===== config.mk =====
export PLATFORM = sky130hd
export DESIGN_NAME = srvm_front
export DESIGN_NICKNAME = d
export VERILOG_FILES = /design/src/hw/rtl/srvm_pkg.sv /design/src/hw/rtl/srvm_front.sv
export SDC_FILE = /design/constraint.sdc
export NUM_CORES = 1
export LEC_CHECK = 0
export BUFFER_PORTS_ARGS = -buffer_cell sky130_fd_sc_hd__buf_2
export CAP_MARGIN = 10
export CORE_UTILIZATION = 28
export DETAILED_ROUTE_END_ITERATION = 8
export GPL_ROUTABILITY_DRIVEN = 0
export PLACE_DENSITY = 0.85
export SLEW_MARGIN = 10
export SYNTH_ARGS = -nofsm -noshare
export SYNTH_HDL_FRONTEND = slang
export SYNTH_SLANG_ARGS = --single-unit

===== constraint.sdc =====
create_clock -name vclk -period 0.8
set_input_delay 0.04 -clock vclk [all_inputs]
set_output_delay 0.04 -clock vclk [all_outputs]
set_load 0.01 [all_outputs]

===== src/hw/rtl/srvm_pkg.sv =====
// Shared types and constants for the shifted raster-op video memory.
// Used by the front end, the command queue and the execution back end.
package srvm_pkg;

    localparam int ADDR_W      = 13;
    localparam int MEM_DEPTH   = 8192;
    localparam int QUEUE_DEPTH = 2;
    localparam int QPTR_W      = 1;
    localparam int QCNT_W      = 2;

    // Offset between the two bytes that one shifted access touches.
    localparam logic [ADDR_W-1:0] ROW_STEP  = 13'h0100;
    // Colour memory index mask used for accesses in the top 32 bytes of a row.
    localparam logic [ADDR_W-1:0] CIDX_MASK = 13'h1eff;

    localparam logic [2:0] KIND_VWR   = 3'd0;
    localparam logic [2:0] KIND_VRD   = 3'd1;
    localparam logic [2:0] KIND_CWR   = 3'd2;
    localparam logic [2:0] KIND_CRD   = 3'd3;
    localparam logic [2:0] KIND_SHIFT = 3'd4;
    localparam logic [2:0] KIND_MODE  = 3'd5;

    // One classified bus access as it travels from the front end to the back end.
    typedef struct packed {
        logic [2:0]        kind;
        logic              nib_low;
        logic              top_zero;
        logic              right_edge;
        logic [ADDR_W-1:0] a0;
        logic [ADDR_W-1:0] a1;
        logic [ADDR_W-1:0] cidx;
        logic [5:0]        pal_idx;
        logic              red_hi;
        logic [7:0]        data;
    } cmd_t;

endpackage


===== src/hw/rtl/srvm_front.sv =====
// Front end: accepts bus accesses and classifies them into commands.
// Depends on srvm_pkg for the command type and kind codes.
module srvm_front
    import srvm_pkg::*;
(
    input  logic [2:0]  kind,
    input  logic [13:0] address,
    input  logic [7:0]  write_data,
    input  logic        in_valid,
    output logic        in_ready,
    input  logic        clearing,
    input  logic        q_ready,
    output logic        q_push,
    output cmd_t        q_cmd
);

    logic top_zero;
    logic [ADDR_W-1:0] a0;

    assign top_zero = (address[7:5] == 3'b000);
    assign a0       = address[ADDR_W-1:0];

    // Nothing is taken while the memories are being cleared after reset.
    assign in_ready = q_ready && !clearing;
    assign q_push   = in_valid && in_ready;

    always_comb
    begin
        q_cmd            = '0;
        q_cmd.kind       = kind;
        q_cmd.nib_low    = address[13];
        q_cmd.top_zero   = top_zero;
        q_cmd.right_edge = (address[12:8] == 5'h1f);
        q_cmd.a0         = a0;
        q_cmd.a1         = a0 + ROW_STEP;
        q_cmd.cidx       = top_zero ? (a0 & CIDX_MASK) : a0;
        q_cmd.pal_idx    = {address[9], address[4:0]};
        q_cmd.red_hi     = address[8];
        q_cmd.data       = write_data;
    end

endmodule


==> impl_metrics.toml <==
[worst_setup_path]
crit_fanout = 2
cp_num_buf_inv = 2
cpLargestDelayFamily = "adder cells"
cpMaxStageDelayCell = "ha_4"
arrival_ps = 780
start_kind = "primary input"
critPathCaptureType = "output port"
endpoint = "q_cmd[40]"
crit_chain = "buf_8 -> ha_4 -> and3_4 -> ha_4 -> buf_6"
crit_path_start = "address[9]"
max_stage_delay_ps = 260
cp_data_required_time_ps = 760
cp_common_cell = "ha_4"
cp.depth = 5
critPathKind = "primary input to output port"

[logic_synthesis]
synth_area_leaders = "buf_4 (80%), ha_1 (5.1%), nor2b_4 (2.8%)"
synth_compound_area_share_pct = 0
synth.distinct_cells = 11
synth-xor-area-share_pct = 3.54
synth-simple-area-share_pct = 10.4
synth_adder_area_share_pct = 5.05
synth.most_common_cell = "buf_4"
avgSynthCellArea_um2 = 7.74
synth_top_cell_area_share_pct = 80.3
yosys.area.top_type = "buf_4"
synth_cells = 64
synth_top_family_by_area = "buffers and inverters"
synth_common_cells = "buf_4 (53), ha_1 (2)"
syn_nets = 94
seq_area_frac_synth_pct = 0
synthMuxAreaShare_pct = 0
ys_warn_count = 0
netlist_area_um2 = 495

[finish]
seq_cells = 0
fill_cells = 172
final-seq-area_um2 = 0
num-nets-final = 89
layout-drive-gt1-share_pct = 91.2
final_area_um2 = 415
syn2layout_area_growth_pct = -16.2
antenna_cells = 0
n_clock_buffer = 0
multi_input_area_um2 = 123

[detailed_routing]
dr.pass1.iters = 6
routed_wl_um = 750
routedWlPerCell_um = 10.3
drc_errors = 6
postRouteAntennaNets = 0
avgViaCountPerCell = 4.10
drt_iter0_drc = 7
vias = 299

[place]
dpl.hpwl_um = 665
dpl_cell_area_um2 = 353
place.port_buffers = 41

[hold_path]
hold_class = "primary input to output port"
hold_depth = 0

[global_route]
grt_antenna_before_repair = 0
grt_pass1_vias = 216
grt_usage_pct = 5.97
grt_pass1_wl_um = 910
grt-ovfl-total = 0
grt_max_degree = 5

[floorplanning]
start_util_pct = 31.4
pin_count = 90
die_area_um2 = 1940
die_x_um = 44.1
die_h_um = 44.1
core.rowCount = 14
coreArea_um2 = 1580

[sta]
layout_min_cycle_time_ps = 824
period_share_pct = 103
finalHoldViolCount = 0
tightest_slew_ps = 147
max_slew_margin_pct = 90.2
fmax_mhz = 1210
rsz0062_at_grt = "yes"
drv_slew = 0
setup_ws_ps = -23.6
fin_setup_tns_ps = -23.6
finalSetupViolations = 1

[power_and_ir_drop]
power-per-cell-area_nw_per_um2 = 600
ir_drop_v = 0.000107
p_leak_uw = 0.000249

[outcome]
violations = "design-rule violations, negative setup slack"
status = "complete, but fails checks"

[clocking]
hold_buffers = 0

[flow_run]
max-cap-violations = 0
## worst min path at each step
stage	end	startpoint	slack, ps
floorplan	in_ready	clearing	100
detailed placement	q_cmd[1]	write_data[1]	80
global placement	q_cmd[1]	write_data[1]	80
CTS	q_cmd[1]	write_data[1]	80
finish	q_cmd[57]	kind[0]	80
global route	q_cmd[7]	write_data[7]	80
## report_power, final
part / switching, uW / leakage, uW / total, uW / internal, uW
Sequential: 0 / 0 / 0 / 0
Combinational: 120 / 0.000249 / 249 / 129
Clock: 0 / 0 / 0 / 0
## metal layers
metal	global-route usage (%)	part of all wire [%]
met5	0	0
met3	1.22	21
met4	2.42	1.6
met1	3.70	24
met2	14.4	53
## layout by cell type, fill, tap and decap left out
| master | instances |
|---|---|
| nor2b_4 | 1 |
| xor2_1 | 1 |
| buf_4 | 5 |
| ha_4 | 2 |
| nor2_1 | 1 |
| xnor2_1 | 1 |
| and3_4 | 1 |
| buf_8 | 2 |
| buf_6 | 1 |
| and2_1 | 1 |
| nor3_2 | 1 |
| buf_2 | 38 |
| nand3_2 | 1 |
| inv_1 | 1 |
## logic make-up (layout without fill, tap and decap cells)
kind of cell               after synthesis  count (layout)
adders and majority gates                2               2
xor gates and xnor gates                 2               2
buffers and inverters                   54              47
and+or+nand+nor                          6               6
## through the flow
step	setup WS, ps	power, uW	hold WS (ps)	std cells	util [%]
final	-23.6	249	80.0	73	26.3
after global routing	-34.4	268	80.0	73	26.3
after CTS	-17.9	250	80.1	73	26.1
after detailed placement	-184	221	80.1	72	22.4
after global placement	-169	214	80.1	72	22.4
after floorplan	51.8	320	104	64	-
## final cells by class
cell class	count	area share, %
multi-input combinational	10	29.5
tap	16	4.82
timing repair buffer	46	64.8
inverter	1	0.904
## timing repair
action                                 4_1_cts  5_1_grt
setup buffers                                1        0
setup endpoints to repair                    2        1
pin swaps                                    2        1
resized for setup                           10        1
endpoints found under the hold margin        0        0
(Power assumes the default switching activity.)
