File: config.mk
export PLATFORM = sky130hd
export DESIGN_NAME = srvm_queue
export DESIGN_NICKNAME = d
export VERILOG_FILES = /design/src/hw/rtl/srvm_pkg.sv /design/src/hw/rtl/srvm_queue.sv
export SDC_FILE = /design/constraint.sdc
export NUM_CORES = 1
export LEC_CHECK = 0
export BUFFER_PORTS_ARGS = -buffer_cell sky130_fd_sc_hd__buf_2
export CORE_UTILIZATION = 36
export DETAILED_ROUTE_END_ITERATION = 12
export GPL_ROUTABILITY_DRIVEN = 0
export PLACE_DENSITY_LB_ADDON = 0.05
export SYNTH_ARGS = -nofsm -noshare
export SYNTH_HDL_FRONTEND = slang
export SYNTH_SLANG_ARGS = --single-unit
File: constraint.sdc
create_clock -name clk -period 4.7 [get_ports clk]
set_clock_uncertainty 0.15 [all_clocks]
set_input_delay 0.47 -clock clk [delete_from_list [all_inputs] [get_ports clk]]
set_output_delay 0.47 -clock clk [all_outputs]
set_load 0.05 [all_outputs]
File: src/hw/rtl/srvm_pkg.sv
// Shared types and constants for the shifted raster-op video memory.
// Used by the front end, the command queue and the execution back end.
package srvm_pkg;

    localparam int ADDR_W      = 13;
    localparam int MEM_DEPTH   = 8192;
    localparam int QUEUE_DEPTH = 2;
    localparam int QPTR_W      = 1;
    localparam int QCNT_W      = 2;

    // Offset between the two bytes that one shifted access touches.
    localparam logic [ADDR_W-1:0] ROW_STEP  = 13'h0100;
    // Colour memory index mask used for accesses in the top 32 bytes of a row.
    localparam logic [ADDR_W-1:0] CIDX_MASK = 13'h1eff;

    localparam logic [2:0] KIND_VWR   = 3'd0;
    localparam logic [2:0] KIND_VRD   = 3'd1;
    localparam logic [2:0] KIND_CWR   = 3'd2;
    localparam logic [2:0] KIND_CRD   = 3'd3;
    localparam logic [2:0] KIND_SHIFT = 3'd4;
    localparam logic [2:0] KIND_MODE  = 3'd5;

    // One classified bus access as it travels from the front end to the back end.
    typedef struct packed {
        logic [2:0]        kind;
        logic              nib_low;
        logic              top_zero;
        logic              right_edge;
        logic [ADDR_W-1:0] a0;
        logic [ADDR_W-1:0] a1;
        logic [ADDR_W-1:0] cidx;
        logic [5:0]        pal_idx;
        logic              red_hi;
        logic [7:0]        data;
    } cmd_t;

endpackage

File: src/hw/rtl/srvm_queue.sv
// Short command queue between the front end and the back end.
// Depends on srvm_pkg for the command type and the queue depth.
module srvm_queue
    import srvm_pkg::*;
(
    input  logic clk,
    input  logic rst_n,
    input  logic push,
    input  cmd_t push_cmd,
    output logic ready,
    input  logic pop,
    output cmd_t head,
    output logic nonempty
);

    cmd_t              entry_reg [QUEUE_DEPTH];
    logic [QPTR_W-1:0] wr_ptr_reg, wr_ptr_next;
    logic [QPTR_W-1:0] rd_ptr_reg, rd_ptr_next;
    logic [QCNT_W-1:0] count_reg, count_next;

    assign ready    = (count_reg != QCNT_W'(QUEUE_DEPTH));
    assign nonempty = (count_reg != '0);
    assign head     = entry_reg[rd_ptr_reg];

    always_comb
    begin
        wr_ptr_next = push ? wr_ptr_reg + 1'b1 : wr_ptr_reg;
        rd_ptr_next = pop ? rd_ptr_reg + 1'b1 : rd_ptr_reg;
        count_next  = count_reg;
        if (push && !pop)
        begin
            count_next = count_reg + 1'b1;
        end
        else if (pop && !push)
        begin
            count_next = count_reg - 1'b1;
        end
    end

    always_ff @(posedge clk or negedge rst_n)
    begin
        if (!rst_n)
        begin
            wr_ptr_reg <= '0;
            rd_ptr_reg <= '0;
            count_reg  <= '0;
        end
        else
        begin
            wr_ptr_reg <= wr_ptr_next;
            rd_ptr_reg <= rd_ptr_next;
            count_reg  <= count_next;
        end
    end

    always_ff @(posedge clk)
    begin
        if (push)
        begin
            entry_reg[wr_ptr_reg] <= push_cmd;
        end
    end

endmodule

==> impl_metrics.json <==
{
  "status": "completed",
  "clock_latency_ns": 0.40,
  "sequential_cell_area_um2": 3710,
  "synthCells": 203,
  "cp_num_buf_inv": 2,
  "layout_commonest_cell": "buf_2",
  "worst_pin_slew_ns": 0.933,
  "cap_violations": 0,
  "cts_tree": "built",
  "ir_drop_uv": 314,
  "overflow": 0,
  "worst_hold_path.endpoint": "entry_reg[0][42]",
  "num_io_pins": 126,
  "worstPathArrival_ns": 2.43,
  "post-cts-setup-buffers": 0,
  "dr.pass1.iters": 4,
  "finalSetupTns_ns": 0,
  "cts.clk_slew.worst_paths_ns": 0.05,
  "die_w_um": 118,
  "worstPathRequired_ns": 4.08,
  "internal_power_w": 0.00273,
  "syn_area_um2": 4820,
  "p_comb_frac": 0.385,
  "cp_top_family": "flip-flops",
  "r2r_slack_ns": 2.59,
  "detail_route.wl_per_cell_um": 15.6,
  "p_leak_nw": 2.47,
  "htreeDepth": 4,
  "nFillCells": 1127,
  "coreArea_um2": 12800,
  "drive_gt1_frac": 0.601,
  "clock_power_share": 0.245,
  "cp_slowest_cell": "dfrtp_4",
  "grt_pass1_vias": 2411,
  "slew_headroom": 0.378,
  "diodes": 0,
  "grt_first_pass_wirelength_um": 13000,
  "p_switching_w": 0.00171,
  "synth_area_leaders": "edfxtp_1 (75%), mux2_4 (18%), buf_12 (2.5%)",
  "grt.total_usage": 0.129,
  "syn-num-nets": 268,
  "pwr_density_cell_nw_per_um2": 730,
  "p_seq_frac": 0.371,
  "yosysWarnings": 0,
  "most-common-layout-cells": "buf_2 (125), edfxtp_1 (120), mux2_4 (59), clkbuf_16 (17), clkbuf_1 (10)",
  "cp-start-kind": "flop",
  "min_from": "push_cmd[42]",
  "synth_area_leader_cell": "edfxtp_1",
  "drt-vias-per-instance": 4.33,
  "drtIter0Drc": 122,
  "rr_startpoint": "wr_ptr_reg",
  "ant_nets": 0,
  "fin_nets": 410,
  "hpwl_um": 5300,
  "yosysSeqAreaShare": 0.768,
  "numCtsBuffers": 17,
  "grt_setup_unrepaired": "no",
  "critPathMaxFanout": 48,
  "cts.sink_count": 124,
  "slew_violations": 0,
  "synth_seq_cells": 124,
  "ys_types": 15,
  "portBuffers": 125,
  "final-hold-violation-count": 0,
  "synth_top_cell_area_share": 0.747,
  "end_kind": "output pin",
  "grt_max_degree": 49,
  "post-route-min-period_ns": 3.05,
  "slowest_delay_ns": 1.03,
  "multi_input_area_um2": 991,
  "post-route-period-util": 0.649,
  "syn_to_final_growth_pct": 26.1,
  "largest_reg_flops": 120,
  "die_area_um2": 13900,
  "row_count": 41,
  "vias": 2297,
  "holdPathStages": 1,
  "drc": 0,
  "total_power_w": 0.00444,
  "reg2reg_depth": 2,
  "setup_viol": 0,
  "worstSetupPathType": "flop to output pin",
  "ctsLongestPathBuffers": 2,
  "die_h_um": 118,
  "syn_area_per_cell_um2": 23.7,
  "switching_share": 0.384,
  "hold_class": "input port to flop",
  "crit_chain": "buf_4 -> mux2_4 -> buf_2",
  "antenna_found_initial": 0,
  "initial_core_util": 0.376,
  "cts_root_buf": "clkbuf_16",
  "r2r-end": "entry_reg[1][35]",
  "drt-total-wl_um": 8290,
  "max_freq_mhz": 328
}
## area by class of cell
cell class / count / share of cell area
clock inverters: 4 / 0.00329
clock buffers: 28 / 0.0784
inverters: 1 / 0.000617
flip-flops and latches: 124 / 0.610
well taps: 172 / 0.0354
multi-input cells: 71 / 0.163
repair buffers: 130 / 0.109
## cells by family after synthesis
logic type                 share of synthesized area
xor gates and xnor gates                     0.00908
adders and majority gates                    0.00259
buffers and inverters                         0.0280
DFF                                            0.768
muxes                                          0.186
and+or+nand+nor                              0.00597
## synth_stat cells
cell type / instances
edfxtp_1: 120
mux2_4: 59
buf_12: 6
dfrtp_1: 4
xor2_1: 4
and2_1: 1
buf_6: 1
ha_1: 1
inv_1: 1
mux2_2: 1
nand2b_1: 1
nor2_1: 1
nor2b_1: 1
or2_2: 1
xnor2_1: 1
## layer usage
metal	GRT usage	share of wire	up-vias
met2	0.188	0.45	90
li1	-	-	1087
met4	0.0769	0.019	0
met1	0.160	0.45	1107
met5	0	0	-
met3	0.0538	0.080	13
## metrics by stage
stage	hold WS, ns	instances	utilization	setup slack [ns]	cell area (µm²)
2_1_floorplan	0.0244	203	-	0.951	4820
3_3_place_gp	0.132	497	0.435	2.03	5570
3_5_place_dp	0.133	497	0.435	2.01	5570
4_1_cts	0.0795	530	0.474	1.55	6080
5_1_grt	0.0809	530	0.474	1.52	6080
6_report	0.101	530	0.474	1.65	6080
## how the worst max path moves through the flow
stage	end	cells past startpoint	from	slack, ns
floorplan	entry_reg[0][0]	1	push	0.95
global placement	head[9]	3	rd_ptr_reg	2.03
detailed placement	head[9]	3	rd_ptr_reg	2.01
CTS	head[9]	3	rd_ptr_reg	1.55
global route	head[9]	3	rd_ptr_reg	1.52
finish	head[9]	3	rd_ptr_reg	1.65
## what timing repair did
| item | 4_1_cts | 5_1_grt |
|---|---|---|
| endpoints found under the hold margin | 4 | 0 |
| hold buffers | 1 | 0 |
| gates resized for setup | 0 | 0 |
## power groups by stage
stage | sequential (W) | clock (W) | combinational [W]
global route | 0.00168 | 0.00117 | 0.00179
global placement | 0.00167 | 0 | 0.00173
detailed placement | 0.00168 | 0 | 0.00173
finish | 0.00165 | 0.00109 | 0.00171
floorplan | 0.00155 | 0 | 0.00161
CTS | 0.00166 | 0.00111 | 0.00174
No activity file was read; power rests on OpenSTA's default activity.
